===== src/hw/rtl/lkv_pkg.sv =====
package lkv_pkg;

    // Store geometry
    localparam int ENTRIES    = 16;
    localparam int KEY_BITS   = 32;
    localparam int VALUE_BITS = 32;
    localparam int IDX_W      = (ENTRIES > 1) ? $clog2(ENTRIES) : 1;
    localparam int AGE_W      = IDX_W;
    localparam int CNT_W      = $clog2(ENTRIES + 1);

    // Register and field widths
    localparam int CAP_W      = 5;
    localparam int STATUS_W   = 2;
    localparam int CAP_RESET  = 10;

    typedef enum logic {
        OP_GET    = 1'b0,
        OP_UPDATE = 1'b1
    } t_opcode;

    typedef enum logic [STATUS_W-1:0] {
        ST_HIT   = 2'd0,
        ST_FREE  = 2'd1,
        ST_EVICT = 2'd2,
        ST_MISS  = 2'd3
    } t_status;

    typedef enum logic [1:0] {
        S_IDLE,
        S_SCAN,
        S_DRAIN,
        S_DECIDE
    } t_state;

    typedef struct packed {
        logic [KEY_BITS-1:0]   key;
        logic [VALUE_BITS-1:0] value;
    } t_entry;

endpackage


===== src/hw/rtl/lkv_req_if.sv =====
interface lkv_req_if;
    import lkv_pkg::*;

    logic                  valid;
    logic                  ready;
    logic                  opcode;
    logic [KEY_BITS-1:0]   lookup_key;
    logic [VALUE_BITS-1:0] write_value;

    modport source (output valid, output opcode, output lookup_key, output write_value,
                    input ready);
    modport sink   (input valid, input opcode, input lookup_key, input write_value,
                    output ready);
endinterface


===== src/hw/rtl/lkv_rsp_if.sv =====
interface lkv_rsp_if;
    import lkv_pkg::*;

    logic                  valid;
    logic                  ready;
    logic [STATUS_W-1:0]   status;
    logic [VALUE_BITS-1:0] read_value;

    modport source (output valid, output status, output read_value, input ready);
    modport sink   (input valid, input status, input read_value, output ready);
endinterface


===== src/hw/rtl/lkv_cfg_if.sv =====
interface lkv_cfg_if;
    import lkv_pkg::*;

    logic             valid;
    logic             ready;
    logic [CAP_W-1:0] data;

    modport source (output valid, output data, input ready);
    modport sink   (input valid, input data, output ready);
endinterface


===== src/hw/rtl/lru_key_value_cache.sv =====
// Fully associative key-value cache with least-recently-used replacement.
// Each request beat is a get or an update of one key and yields exactly one
// response beat (status and read value). Keys and values live in one
// synchronous single-port-read memory; valid bits, recency ranks and the fill
// count sit in flip-flops. After accepting a request, the block reads every
// memory entry in turn, comparing keys and tracking the oldest entry and the
// first free slot, waits in a drain state for the last read to land, and then
// in a decide state updates ranks, writes the memory and loads the response
// register. It takes no new request until it is idle again. The response
// register decouples the output: a new request is accepted while a response
// still waits; the decide cycle stalls only if the previous response has not
// been taken. The capacity register (reset 10, zero acts as one, values above
// 16 act as 16) is always ready to take a beat and should be written only
// while the block is idle.
module lru_key_value_cache (
    input  logic       i_clk,
    input  logic       i_rst_n,
    lkv_cfg_if.sink    i_cfg,
    lkv_req_if.sink    i_req,
    lkv_rsp_if.source  o_rsp
);
    import lkv_pkg::*;

    // Control and bookkeeping
    t_state                r_state, n_state;
    logic [CAP_W-1:0]      r_capacity;
    logic [ENTRIES-1:0]    r_valid, n_valid;
    logic [AGE_W-1:0]      r_age [ENTRIES];
    logic [AGE_W-1:0]      n_age [ENTRIES];
    logic [CNT_W-1:0]      r_count, n_count;

    // Latched request
    t_opcode               r_op;
    logic [KEY_BITS-1:0]   r_key;
    logic [VALUE_BITS-1:0] r_val;

    // Memory and read walk
    t_entry                r_mem [ENTRIES];
    t_entry                r_q_data;
    logic [IDX_W-1:0]      r_addr;
    logic [IDX_W-1:0]      r_q_idx;
    logic                  r_q_vld;

    // Scan trackers
    logic                  r_hit_f, r_old_f, r_free_f;
    logic [IDX_W-1:0]      r_hit_idx, r_old_idx, r_free_idx;
    logic [VALUE_BITS-1:0] r_hit_val;
    logic [AGE_W-1:0]      r_old_age;

    // Response register
    logic                  r_out_vld;
    t_status               r_out_status;
    logic [VALUE_BITS-1:0] r_out_rdata;

    // Decide-cycle signals
    logic                  out_free;
    logic                  decide_fire;
    logic                  req_fire;
    logic                  mem_we;
    logic [IDX_W-1:0]      mem_waddr;
    t_entry                mem_wdata;
    t_status               dec_status;
    logic [VALUE_BITS-1:0] dec_rdata;
    logic [CNT_W-1:0]      eff_cap;
    logic [AGE_W-1:0]      hit_age;
    logic                  evict;
    logic [IDX_W-1:0]      slot;
    logic [ENTRIES-1:0]    kept_valid;

    assign out_free    = !r_out_vld || o_rsp.ready;
    assign i_req.ready = (r_state == S_IDLE);
    assign req_fire    = i_req.valid && i_req.ready;
    assign decide_fire = (r_state == S_DECIDE) && out_free;
    assign i_cfg.ready = 1'b1;

    assign o_rsp.valid      = r_out_vld;
    assign o_rsp.status     = r_out_status;
    assign o_rsp.read_value = r_out_rdata;

    // Capacity register
    always_ff @(posedge i_clk) begin
        if (!i_rst_n) begin
            r_capacity <= CAP_W'(CAP_RESET);
        end else if (i_cfg.valid && i_cfg.ready) begin
            r_capacity <= i_cfg.data;
        end
    end

    // Clamp capacity into 1 .. ENTRIES
    always_comb begin
        if (r_capacity == '0) begin
            eff_cap = CNT_W'(1);
        end else if (int'(r_capacity) > ENTRIES) begin
            eff_cap = CNT_W'(ENTRIES);
        end else begin
            eff_cap = CNT_W'(r_capacity);
        end
    end

    // State register
    always_ff @(posedge i_clk) begin
        if (!i_rst_n) begin
            r_state <= S_IDLE;
        end else begin
            r_state <= n_state;
        end
    end

    // Next state
    always_comb begin
        n_state = r_state;
        unique case (r_state)
            S_IDLE: begin
                if (req_fire) n_state = S_SCAN;
            end
            S_SCAN: begin
                if (r_addr == IDX_W'(ENTRIES - 1)) n_state = S_DRAIN;
            end
            S_DRAIN: begin
                n_state = S_DECIDE;
            end
            S_DECIDE: begin
                if (out_free) n_state = S_IDLE;
            end
            default: n_state = S_IDLE;
        endcase
    end

    // Latch the request beat
    always_ff @(posedge i_clk) begin
        if (req_fire) begin
            r_op  <= t_opcode'(i_req.opcode);
            r_key <= i_req.lookup_key;
            r_val <= i_req.write_value;
        end
    end

    // Walk the read address and tag the returning data
    always_ff @(posedge i_clk) begin
        if (!i_rst_n) begin
            r_q_vld <= 1'b0;
        end else begin
            r_q_vld <= (r_state == S_SCAN);
        end
        r_q_idx <= r_addr;
        if (req_fire) begin
            r_addr <= '0;
        end else if (r_state == S_SCAN) begin
            r_addr <= r_addr + IDX_W'(1);
        end
    end

    // Key/value memory: one write port, one registered read port
    always_ff @(posedge i_clk) begin
        if (mem_we) begin
            r_mem[mem_waddr] <= mem_wdata;
        end
        r_q_data <= r_mem[r_addr];
    end

    // Track hit, oldest entry and first free slot as entries stream by
    always_ff @(posedge i_clk) begin
        if (!i_rst_n || req_fire) begin
            r_hit_f  <= 1'b0;
            r_old_f  <= 1'b0;
            r_free_f <= 1'b0;
        end else if (r_q_vld) begin
            if (r_valid[r_q_idx] && r_q_data.key == r_key && !r_hit_f) begin
                r_hit_f   <= 1'b1;
                r_hit_idx <= r_q_idx;
                r_hit_val <= r_q_data.value;
            end
            if (r_valid[r_q_idx] && (!r_old_f || r_age[r_q_idx] > r_old_age)) begin
                r_old_f   <= 1'b1;
                r_old_idx <= r_q_idx;
                r_old_age <= r_age[r_q_idx];
            end
            if (!r_valid[r_q_idx] && !r_free_f) begin
                r_free_f   <= 1'b1;
                r_free_idx <= r_q_idx;
            end
        end
    end

    assign hit_age = r_age[r_hit_idx];
    assign evict   = (r_count >= eff_cap) || !r_free_f;
    assign slot    = evict ? (r_old_f ? r_old_idx : '0) : r_free_idx;

    // Decide: status, rank update, memory write
    always_comb begin
        n_valid    = r_valid;
        n_count    = r_count;
        n_age      = r_age;
        mem_we     = 1'b0;
        mem_waddr  = r_hit_idx;
        mem_wdata  = '{key: r_key, value: r_val};
        dec_status = ST_MISS;
        dec_rdata  = '0;
        kept_valid = r_valid;
        if (r_hit_f) begin
            // Touch: younger entries age by one, hit becomes most recent
            for (int i = 0; i < ENTRIES; i++) begin
                if (r_valid[i] && r_age[i] < hit_age) begin
                    n_age[i] = r_age[i] + AGE_W'(1);
                end
            end
            n_age[r_hit_idx] = '0;
            dec_status = ST_HIT;
            if (r_op == OP_GET) begin
                dec_rdata = r_hit_val;
            end else begin
                mem_we = 1'b1;
            end
        end else if (r_op == OP_UPDATE) begin
            // Insert: drop the victim if needed, age the rest, fill the slot
            if (evict) begin
                kept_valid[slot] = 1'b0;
                dec_status = ST_EVICT;
            end else begin
                n_count    = r_count + CNT_W'(1);
                dec_status = ST_FREE;
            end
            for (int i = 0; i < ENTRIES; i++) begin
                if (kept_valid[i]) begin
                    n_age[i] = r_age[i] + AGE_W'(1);
                end
            end
            n_age[slot]   = '0;
            n_valid       = kept_valid;
            n_valid[slot] = 1'b1;
            mem_we        = 1'b1;
            mem_waddr     = slot;
        end
        if (!decide_fire) begin
            mem_we = 1'b0;
        end
    end

    // Valid bits, ranks and count
    always_ff @(posedge i_clk) begin
        if (!i_rst_n) begin
            r_valid <= '0;
            r_count <= '0;
        end else if (decide_fire) begin
            r_valid <= n_valid;
            r_count <= n_count;
        end
        if (decide_fire) begin
            r_age <= n_age;
        end
    end

    // Response register: load on decide, drop when taken
    always_ff @(posedge i_clk) begin
        if (!i_rst_n) begin
            r_out_vld <= 1'b0;
        end else if (decide_fire) begin
            r_out_vld <= 1'b1;
        end else if (o_rsp.ready) begin
            r_out_vld <= 1'b0;
        end
        if (decide_fire) begin
            r_out_status <= dec_status;
            r_out_rdata  <= dec_rdata;
        end
    end

`ifndef SYNTHESIS
    a_count_matches_valid: assert property (@(posedge i_clk) disable iff (!i_rst_n)
        r_count == CNT_W'($countones(r_valid)))
        else $error("fill count differs from number of valid entries");

    a_state_stable_outside_decide: assert property (@(posedge i_clk) disable iff (!i_rst_n)
        !decide_fire |=> $stable(r_valid) && $stable(r_count))
        else $error("valid bits or count changed outside the decide cycle");

    a_get_keeps_valid: assert property (@(posedge i_clk) disable iff (!i_rst_n)
        (decide_fire && r_op == OP_GET) |=> $stable(r_valid))
        else $error("get request changed valid bits");

    a_hit_entry_valid: assert property (@(posedge i_clk) disable iff (!i_rst_n)
        (r_state == S_DECIDE && r_hit_f) |-> r_valid[r_hit_idx])
        else $error("hit recorded on an invalid entry");
`endif

endmodule

===== src/flat_wrapper.sv =====
// flat-port wrapper written by rule: the top's interface ports become plain ports
module lru_key_value_cache_flat import lkv_pkg::*;
  (i_clk, i_rst_n, i_cfg_valid, i_cfg_data, i_cfg_ready, i_req_valid, i_req_opcode, i_req_lookup_key, i_req_write_value, i_req_ready, o_rsp_valid, o_rsp_status, o_rsp_read_value, o_rsp_ready);
  lkv_cfg_if i_cfg_i ();
  lkv_req_if i_req_i ();
  lkv_rsp_if o_rsp_i ();
  input  logic i_clk;
  input  logic i_rst_n;
  input wire logic [$bits(i_cfg_i.valid)-1:0] i_cfg_valid;
  input wire logic [$bits(i_cfg_i.data)-1:0] i_cfg_data;
  output wire logic [$bits(i_cfg_i.ready)-1:0] i_cfg_ready;
  input wire logic [$bits(i_req_i.valid)-1:0] i_req_valid;
  input wire logic [$bits(i_req_i.opcode)-1:0] i_req_opcode;
  input wire logic [$bits(i_req_i.lookup_key)-1:0] i_req_lookup_key;
  input wire logic [$bits(i_req_i.write_value)-1:0] i_req_write_value;
  output wire logic [$bits(i_req_i.ready)-1:0] i_req_ready;
  output wire logic [$bits(o_rsp_i.valid)-1:0] o_rsp_valid;
  output wire logic [$bits(o_rsp_i.status)-1:0] o_rsp_status;
  output wire logic [$bits(o_rsp_i.read_value)-1:0] o_rsp_read_value;
  input wire logic [$bits(o_rsp_i.ready)-1:0] o_rsp_ready;
  assign i_cfg_i.valid = i_cfg_valid;
  assign i_cfg_i.data = i_cfg_data;
  assign i_cfg_ready = i_cfg_i.ready;
  assign i_req_i.valid = i_req_valid;
  assign i_req_i.opcode = i_req_opcode;
  assign i_req_i.lookup_key = i_req_lookup_key;
  assign i_req_i.write_value = i_req_write_value;
  assign i_req_ready = i_req_i.ready;
  assign o_rsp_valid = o_rsp_i.valid;
  assign o_rsp_status = o_rsp_i.status;
  assign o_rsp_read_value = o_rsp_i.read_value;
  assign o_rsp_i.ready = o_rsp_ready;
  lru_key_value_cache u_core (.i_clk(i_clk), .i_rst_n(i_rst_n), .i_cfg(i_cfg_i), .i_req(i_req_i), .o_rsp(o_rsp_i));
endmodule

===== config.mk =====
export PLATFORM = sky130hd
export DESIGN_NAME = lru_key_value_cache_flat
export DESIGN_NICKNAME = d
export VERILOG_FILES = /design/src/hw/rtl/lkv_pkg.sv /design/src/hw/rtl/lkv_req_if.sv /design/src/hw/rtl/lkv_rsp_if.sv /design/src/hw/rtl/lkv_cfg_if.sv /design/src/hw/rtl/lru_key_value_cache.sv /design/src/flat_wrapper.sv
export SDC_FILE = /design/constraint.sdc
export NUM_CORES = 2
export LEC_CHECK = 0
export CAP_MARGIN = 5
export CORE_AREA = 2 2 353 390
export CTS_CLUSTER_SIZE = 40
export DETAILED_ROUTE_END_ITERATION = 6
export DIE_AREA = 0 0 355 392
export DONT_BUFFER_PORTS = 1
export MAX_ROUTING_LAYER = met4
export SLEW_MARGIN = 20
export SYNTH_ARGS = -nofsm -noshare
export SYNTH_HDL_FRONTEND = slang
export SYNTH_SLANG_ARGS = --single-unit

===== constraint.sdc =====
create_clock -name i_clk -period 12.8 [get_ports i_clk]
set_clock_uncertainty 0.15 [all_clocks]
set_input_delay 1.92 -clock i_clk [delete_from_list [all_inputs] [get_ports i_clk]]
set_output_delay 1.92 -clock i_clk [all_outputs]
set_load 0.1 [all_outputs]

* Word level (Yosys, flattened, before mapping)
Memory sizes are Yosys's and may differ from the RTL's. A register that Yosys moved wholly into a read port is not among the register bits.
Cells that the tools add are included.
** Word-level totals
- Bits of input ports :: 75
- Bits in writable memories :: 1024
- ROM bits :: 0
- Latch bits :: 0
- Output and inout bits :: 37
- Memories :: 1
- Bits in registers :: 252
- Word-level logic and storage cells :: 271
** Cells by class
- Mux-type cells :: 117
- Multipliers :: 0
- Reductions and logical operators :: 50
- Bitwise logic cells :: 13
- Magnitude comparators :: 27
- Div/mod/pow operators :: 0
- Equal/unequal tests :: 8
- Add/subtract/negate cells :: 18
- Shifts and indexed selects :: 0
** Memories
- u_core.r_mem :: depth 16, width 64, read ports 1, clocked after Yosys merged registers in 1, write ports 1, RTL line lru_key_value_cache.sv:38 : t_entry r_mem [ENTRIES];
** Operators by type and width (count)
- two-way mux 4 bit :: 90
- AND 64 bit :: 2
- two-way mux 64 bit :: 2
- inverter 64 bit :: 2
- adder 4 x 1 -> 4 bit (second input constant) :: 17
- < comparator 4 bit :: 16
- two-way mux 16 bit :: 3
- binary-select mux 4 bit (select 4 bit) :: 2
- demux 4 bit (select 4 bit) :: 2
- == test 32 bit :: 1
- logical AND 1 bit :: 25
- AND 16 bit :: 1
- inverter 16 bit :: 1
- bitwise OR 16 bit :: 1
- greater-or-equal comparator 5 bit (second input constant) :: 3
- inverter 4 -> 5 bit :: 3
- AND reduction 3 bit :: 5
- < comparator 4 x 5 -> 1 bit (second input constant) :: 2
- < comparator 5 x 1 -> 1 bit (second input constant) :: 2
- two-way mux 2 bit :: 5
- two-way mux 5 bit :: 2
- two-way mux 1 bit :: 8
- one-hot mux 2 bit (4 select lines) :: 1
- AND reduction 2 bit :: 4
- other kinds (20) :: 33

* Longest topological paths before layout
- Word-level depth :: 21
- Mapped depth :: 13
- Gate-level depth less buffers :: 11

* Worst setup path before layout
Ideal clock, no wire load.
- Kind :: input-to-reg
- Start :: in o_rsp_ready
- End :: mem u_core.r_mem[15][0] (netlist name) (enable)
- Data required time :: 12.163 ns
- Buffers on the path :: 1
- Cell stages on the path :: 5
- Arrival :: 5.225 ns
- Setup slack :: 6.939 ns
- Setup time :: 0.487 ns
- Cells stage by stage :: nand2b_1 -> and3_1 -> buf_1 -> o211ai_1 -> nor2_1
** Between the ends
- Cells in the longest elaborated chain, start to end :: 5
** RTL lines
- start: declaration :: RTL line flat_wrapper.sv:20 : input wire logic [$bits(o_rsp_i.ready)-1:0] o_rsp_ready;
- logical OR 1 bit :: RTL line lru_key_value_cache.sv:70 : assign out_free = !r_out_vld || o_rsp.ready;
- logical AND 1 bit :: RTL line lru_key_value_cache.sv:73 : assign decide_fire = (r_state == S_DECIDE) && out_free;
- two-way mux 1 bit :: RTL line lru_key_value_cache.sv:234 : if (!decide_fire) begin
- two-way mux 1 bit :: RTL line lru_key_value_cache.sv:155 : if (mem_we) begin
- two-way mux 1 bit (not written as such) :: RTL line lru_key_value_cache.sv:156 : r_mem[mem_waddr] <= mem_wdata;
- end: declaration :: RTL line lru_key_value_cache.sv:38
Every way passes these cells.

* Final worst setup path
- Start :: reg u_core.r_capacity[1]
- End :: mem u_core.r_mem[15][9] (netlist name) (enable)
** Between the ends
- Cells in the longest elaborated chain, start to end :: 8
- Elaborated cells on any way between the ends :: 9
- Classes of those cells :: 2 x order compare; 5 x mux; 2 x reduce/logical
** RTL lines
- start: declaration :: RTL line lru_key_value_cache.sv:26 : logic [CAP_W-1:0] r_capacity;
- start signal: assignment :: RTL line lru_key_value_cache.sv:83 : r_capacity <= CAP_W'(CAP_RESET);
- start signal: assignment :: RTL line lru_key_value_cache.sv:85 : r_capacity <= i_cfg.data;
- greater-than comparator 5 bit :: RTL line lru_key_value_cache.sv:93 : end else if (int'(r_capacity) > ENTRIES) begin
- two-way mux 5 bit :: RTL line lru_key_value_cache.sv:93
- two-way mux 5 bit (*) :: RTL line lru_key_value_cache.sv:91 : if (r_capacity == '0) begin
- greater-or-equal comparator 5 bit (*) :: RTL line lru_key_value_cache.sv:186 : assign evict = (r_count >= eff_cap) || !r_free_f;
- logical OR 1 bit (*) :: RTL line lru_key_value_cache.sv:186
- two-way mux 4 bit (*) :: RTL line lru_key_value_cache.sv:187 : assign slot = evict ? (r_old_f ? r_old_idx : '0) : r_free_idx;
- two-way mux 4 bit (*) :: RTL line lru_key_value_cache.sv:214 : end else if (r_op == OP_UPDATE) begin
- two-way mux 4 bit (*) :: RTL line lru_key_value_cache.sv:200 : if (r_hit_f) begin
Every way passes the cells marked *; elsewhere a longest branch is shown, timed or not.

==> run_results.csv <==
group,metric,value,unit
critical_path,timing.rr.start,"u_core.r_capacity[1]$_SDFFE_PN1P_",
placement,port_buffers,0,
critical_path,worstPathRequired,13050,ps
yosys,netlist_area,53700,um2
global_route,grt_pass1_vias,27900,
floorplanning,die_area,139000,um2
yosys,syn_inst,2668,
yosys,synth_nets,2822,
critical_path,crit_path_top_delay_cell,"nor2_4",
yosys,synth-edff-count,1235,
placement,place_congestion,0.884,
floorplanning,die-width,355,um
yosys,synthFlopType,"edfxtp_1",
flow_run,maxCapViolCount,0,
timing,finalHoldViolCount,0,
critical_path,cp_data_arrival_time,5440,ps
power,swShare,25.1,%
power,power_frac_clock,37.5,%
critical_path,crit_path_start_kind,"flip-flop",
timing,holdWs,250,ps
power,ir_worst_vdd,217,uV
floorplanning,coreArea,135000,um2
critical_path,crit_family,"compound AO/OA/AOI/OAI gates",
critical_path,worst-path-stages,11,
yosys,syn_area_per_cell,20.1,um2
critical_path,cp.buffers_inverters,1,
global_route,grt_start_max_net_pins,99,
detailed_routing,topRoutingLayerUsed,"met4",
clock_network,clockBufferDepth,3,
detailed_routing,wl_per_cell,26.8,um
yosys,netlist.area_leader.share,69.1,%
yosys,synth_seq_cells,1340,
placement,dp_hpwl,73100,um
global_route,grt_pass1_wl,185000,um
global_route,grt-ovfl-total,0,
yosys,synth-async-reset-ratio,0,%
clock_network,cts_resized,0,
cells_and_area,syn_to_final_growth,13.3,%
yosys,synth_cell_types,89,
timing,fin_crit,5190,ps
critical_path,critical_path_class,"flip-flop to flip-flop",
detailed_routing,antenna_left,0,
outcome,outcome,"finished, violations left",
power,comb_power_share,12.4,%
hold_path,hold_start,"u_core.r_q_data[31]$_DFF_P_",
floorplanning,initial_core_util,39.7,%
clock_network,cts_hold_buf,0,
critical_path,slowest_delay,860,ps
timing,fmax,0.193,GHz
timing,finalMaxSlewViolations,0,
detailed_routing,vias,26400,
global_route,grt_usage,18.6,%
timing,final.setup.tns,0,ps
detailed_routing,first_pass_iters,7,
clock_network,cts_root_buf,"clkbuf_16",
critical_path,r2r-end,"u_core.r_mem[15][9]$_DFFE_PP_",
timing,finalSetupViolCount,0,
hold_path,hp-class,"flip-flop to flip-flop",
cells_and_area,final_common_cell,"edfxtp_1",
outcome,failed_checks,"DRC",
power,internal-power,8320,uW
critical_path,critical_path.max_fanout,45,
clock_network,post_cts.repair.setup_buffers,0,
detailed_routing,finalWirelength,125000,um
critical_path,r2r_slack,7610,ps
timing,max-slew-margin-rel,19.3,%
floorplanning,top_level_ports,112,
detailed_routing,viasPerCell,5.66,
critical_path,crit_chain,"nor3_1, nor2_1, nor2_1, ha_1, nor2b_1, o21ai_1, a21o_1, o31ai_1, o21ai_1, nor2_4, buf_4",
timing,rsz0062_at_grt,"false",
yosys,ys_seq_area_share,73.0,%
power,p_switching,2790,uW
floorplanning,die_height,392,um
hold_path,hold_depth,0,
power,p_leak,0.0192,uW
detailed_routing,wl_met3,6510,um
clock_network,path_clk_slew,60,ps
timing,worst_slew_pin_slew,1200,ps
clock_network,clk_latency,790,ps
detailed_routing,met1_length,52000,um
yosys,yosysWarnings,0,
yosys,yosys.area.top_type,"edfxtp_1",
cells_and_area,final_cell_mix,"edfxtp_1 (1235), mux4_2 (361), clkbuf_16 (143)",
clock_network,cts.sinks,1340,
critical_path,reg2regPathDepth,11,
cells_and_area,drive_above_1_share,24.0,%
yosys,synth_area_leaders,"edfxtp_1 (69%), mux4_2 (15%), dfxtp_1 (3.9%), ha_1 (1.8%), and2_1 (0.57%)",
power,seq_power_share,50.1,%
clock_network,tritoncts,"yes",
timing,fin_crit_sh,40.6,%
detailed_routing,drc,1,
clock_network,cts_buffers,143,
hold_path,worstHoldEndpoint,"u_core.r_hit_val[31]$_DFFE_PP_",
clock_network,htreeDepth,4,
global_route,antenna_found_initial,13,
detailed_routing,wl_met2,63600,um
floorplanning,num_rows,142,
detailed_routing,drt_iter0_drc,2543,
cells_and_area,layout.nets,2900,
critical_path,end_kind,"flip-flop",
power,p_per_area,183,nW/um2
-- per-layer routing --
metal | global-route usage [%] | vias to the layer above
li1 | - | 11300
met1 | 23.5 | 14000
met2 | 30.8 | 896
met3 | 3.25 | 216
met4 | 5.50 | 0
met5 | - | -
-- cell families (layout without fill, tap and decap cells) --
group,Yosys count,in the layout,synth area share [%]
flops,1340,1340,73.0
fa+ha+maj,79,79,1.84
compound gates,310,310,4.18
buf+inv,168,366,1.28
simple gates,336,336,3.27
xor+xnor,39,39,0.636
mux,395,395,15.8
other cells,1,8,0.00698
-- synth_stat cells (13+ instances only) --
cell type and instances:
o22ai_1 13, ha_1 79, a31oi_1 19, o21ai_0 47, a21o_1 19, and3_1 13
clkbuf_1 72, inv_1 52, o21a_1 15, buf_1 21, mux2i_1 21, buf_2 16
o31ai_1 14, a21oi_1 43, nand3_1 28, nor2_1 80, nand2_1 56, nor2b_1 30
mux4_2 361, xor2_1 28, nor3_1 14, dfxtp_1 105, and2_1 49, edfxtp_1 1235
-- cell type report --
type | instances | area (um2)
fillers | 11500 | 74500
flip-flops and latches | 1340 | 39200
multi-input cells | 1160 | 14000
clock buffers | 196 | 3960
well taps | 1800 | 2250
clock inverters | 69 | 871
repair buffers | 48 | 380
inverters | 53 | 201
diodes | 7 | 17.5
-- worst register-to-register path, cell delays in order, from the launching register on --
cell and delay [ps]:
dfxtp_1 320, nor3_1 230, nor2_1 70, nor2_1 100
ha_1 240, nor2b_1 140, o21ai_1 150, a21o_1 500
o31ai_1 730, o21ai_1 430, nor2_4 860, buf_4 880
-- power by group through the flow --
stage / combinational [uW] / clock (uW) / sequential, uW
floorplan: 1120 / 0 / 5490
global placement: 1380 / 0 / 5630
detailed placement: 1410 / 0 / 5660
CTS: 1420 / 4260 / 5570
global route: 1490 / 4440 / 5610
finish: 1380 / 4170 / 5560
-- worst max-delay path by stage --
stage | from | to | slack, ps
6_report | u_core.r_capacity[1]$_SDFFE_PN1P_ | u_core.r_mem[15][9]$_DFFE_PP_ | 7610
5_1_grt | u_core.r_capacity[1]$_SDFFE_PN1P_ | u_core.r_mem[15][9]$_DFFE_PP_ | 7360
4_1_cts | u_core.r_hit_idx[0]$_DFFE_PP_ | u_core.r_age[62]$_DFFE_PP_ | 7720
3_5_place_dp | o_rsp_ready | u_core.r_mem[12][26]$_DFFE_PP_ | 7640
3_3_place_gp | u_core.r_capacity[1]$_SDFFE_PN1P_ | u_core.r_mem[3][1]$_DFFE_PP_ | 7510
2_1_floorplan | o_rsp_ready | u_core.r_mem[15][0]$_DFFE_PP_ | 6940
-- per-stage QoR --
step	util, %	cells	setup WS, ps	power (uW)	area [um2]
after floorplan	-	2668	6940	6610	53700
after global placement	41.3	4400	7510	7010	56000
after detailed placement	41.3	4400	7640	7080	56000
after CTS	44.9	4665	7720	11300	60800
after global routing	44.9	4673	7360	11500	60800
final	44.9	4673	7610	11100	60800
-- sequential cells by signal, indices dropped and copies added (netlist names), 2 cells and up --
register,cells
u_core.r_capacity,5
u_core.r_age,64
u_core.r_valid,16
u_core.r_key,32
u_core.r_state,2
u_core.r_hit_val,32
u_core.r_q_data,64
u_core.r_val,32
u_core.r_hit_idx,4
u_core.r_addr,4
u_core.r_q_idx,4
u_core.r_mem,1024
u_core.r_count,5
u_core.r_free_idx,4
u_core.r_old_idx,4
u_core.r_old_age,4
u_core.o_rsp.status,2
u_core.o_rsp.read_value,32
Note: power is estimated with default switching activity, not from simulation.
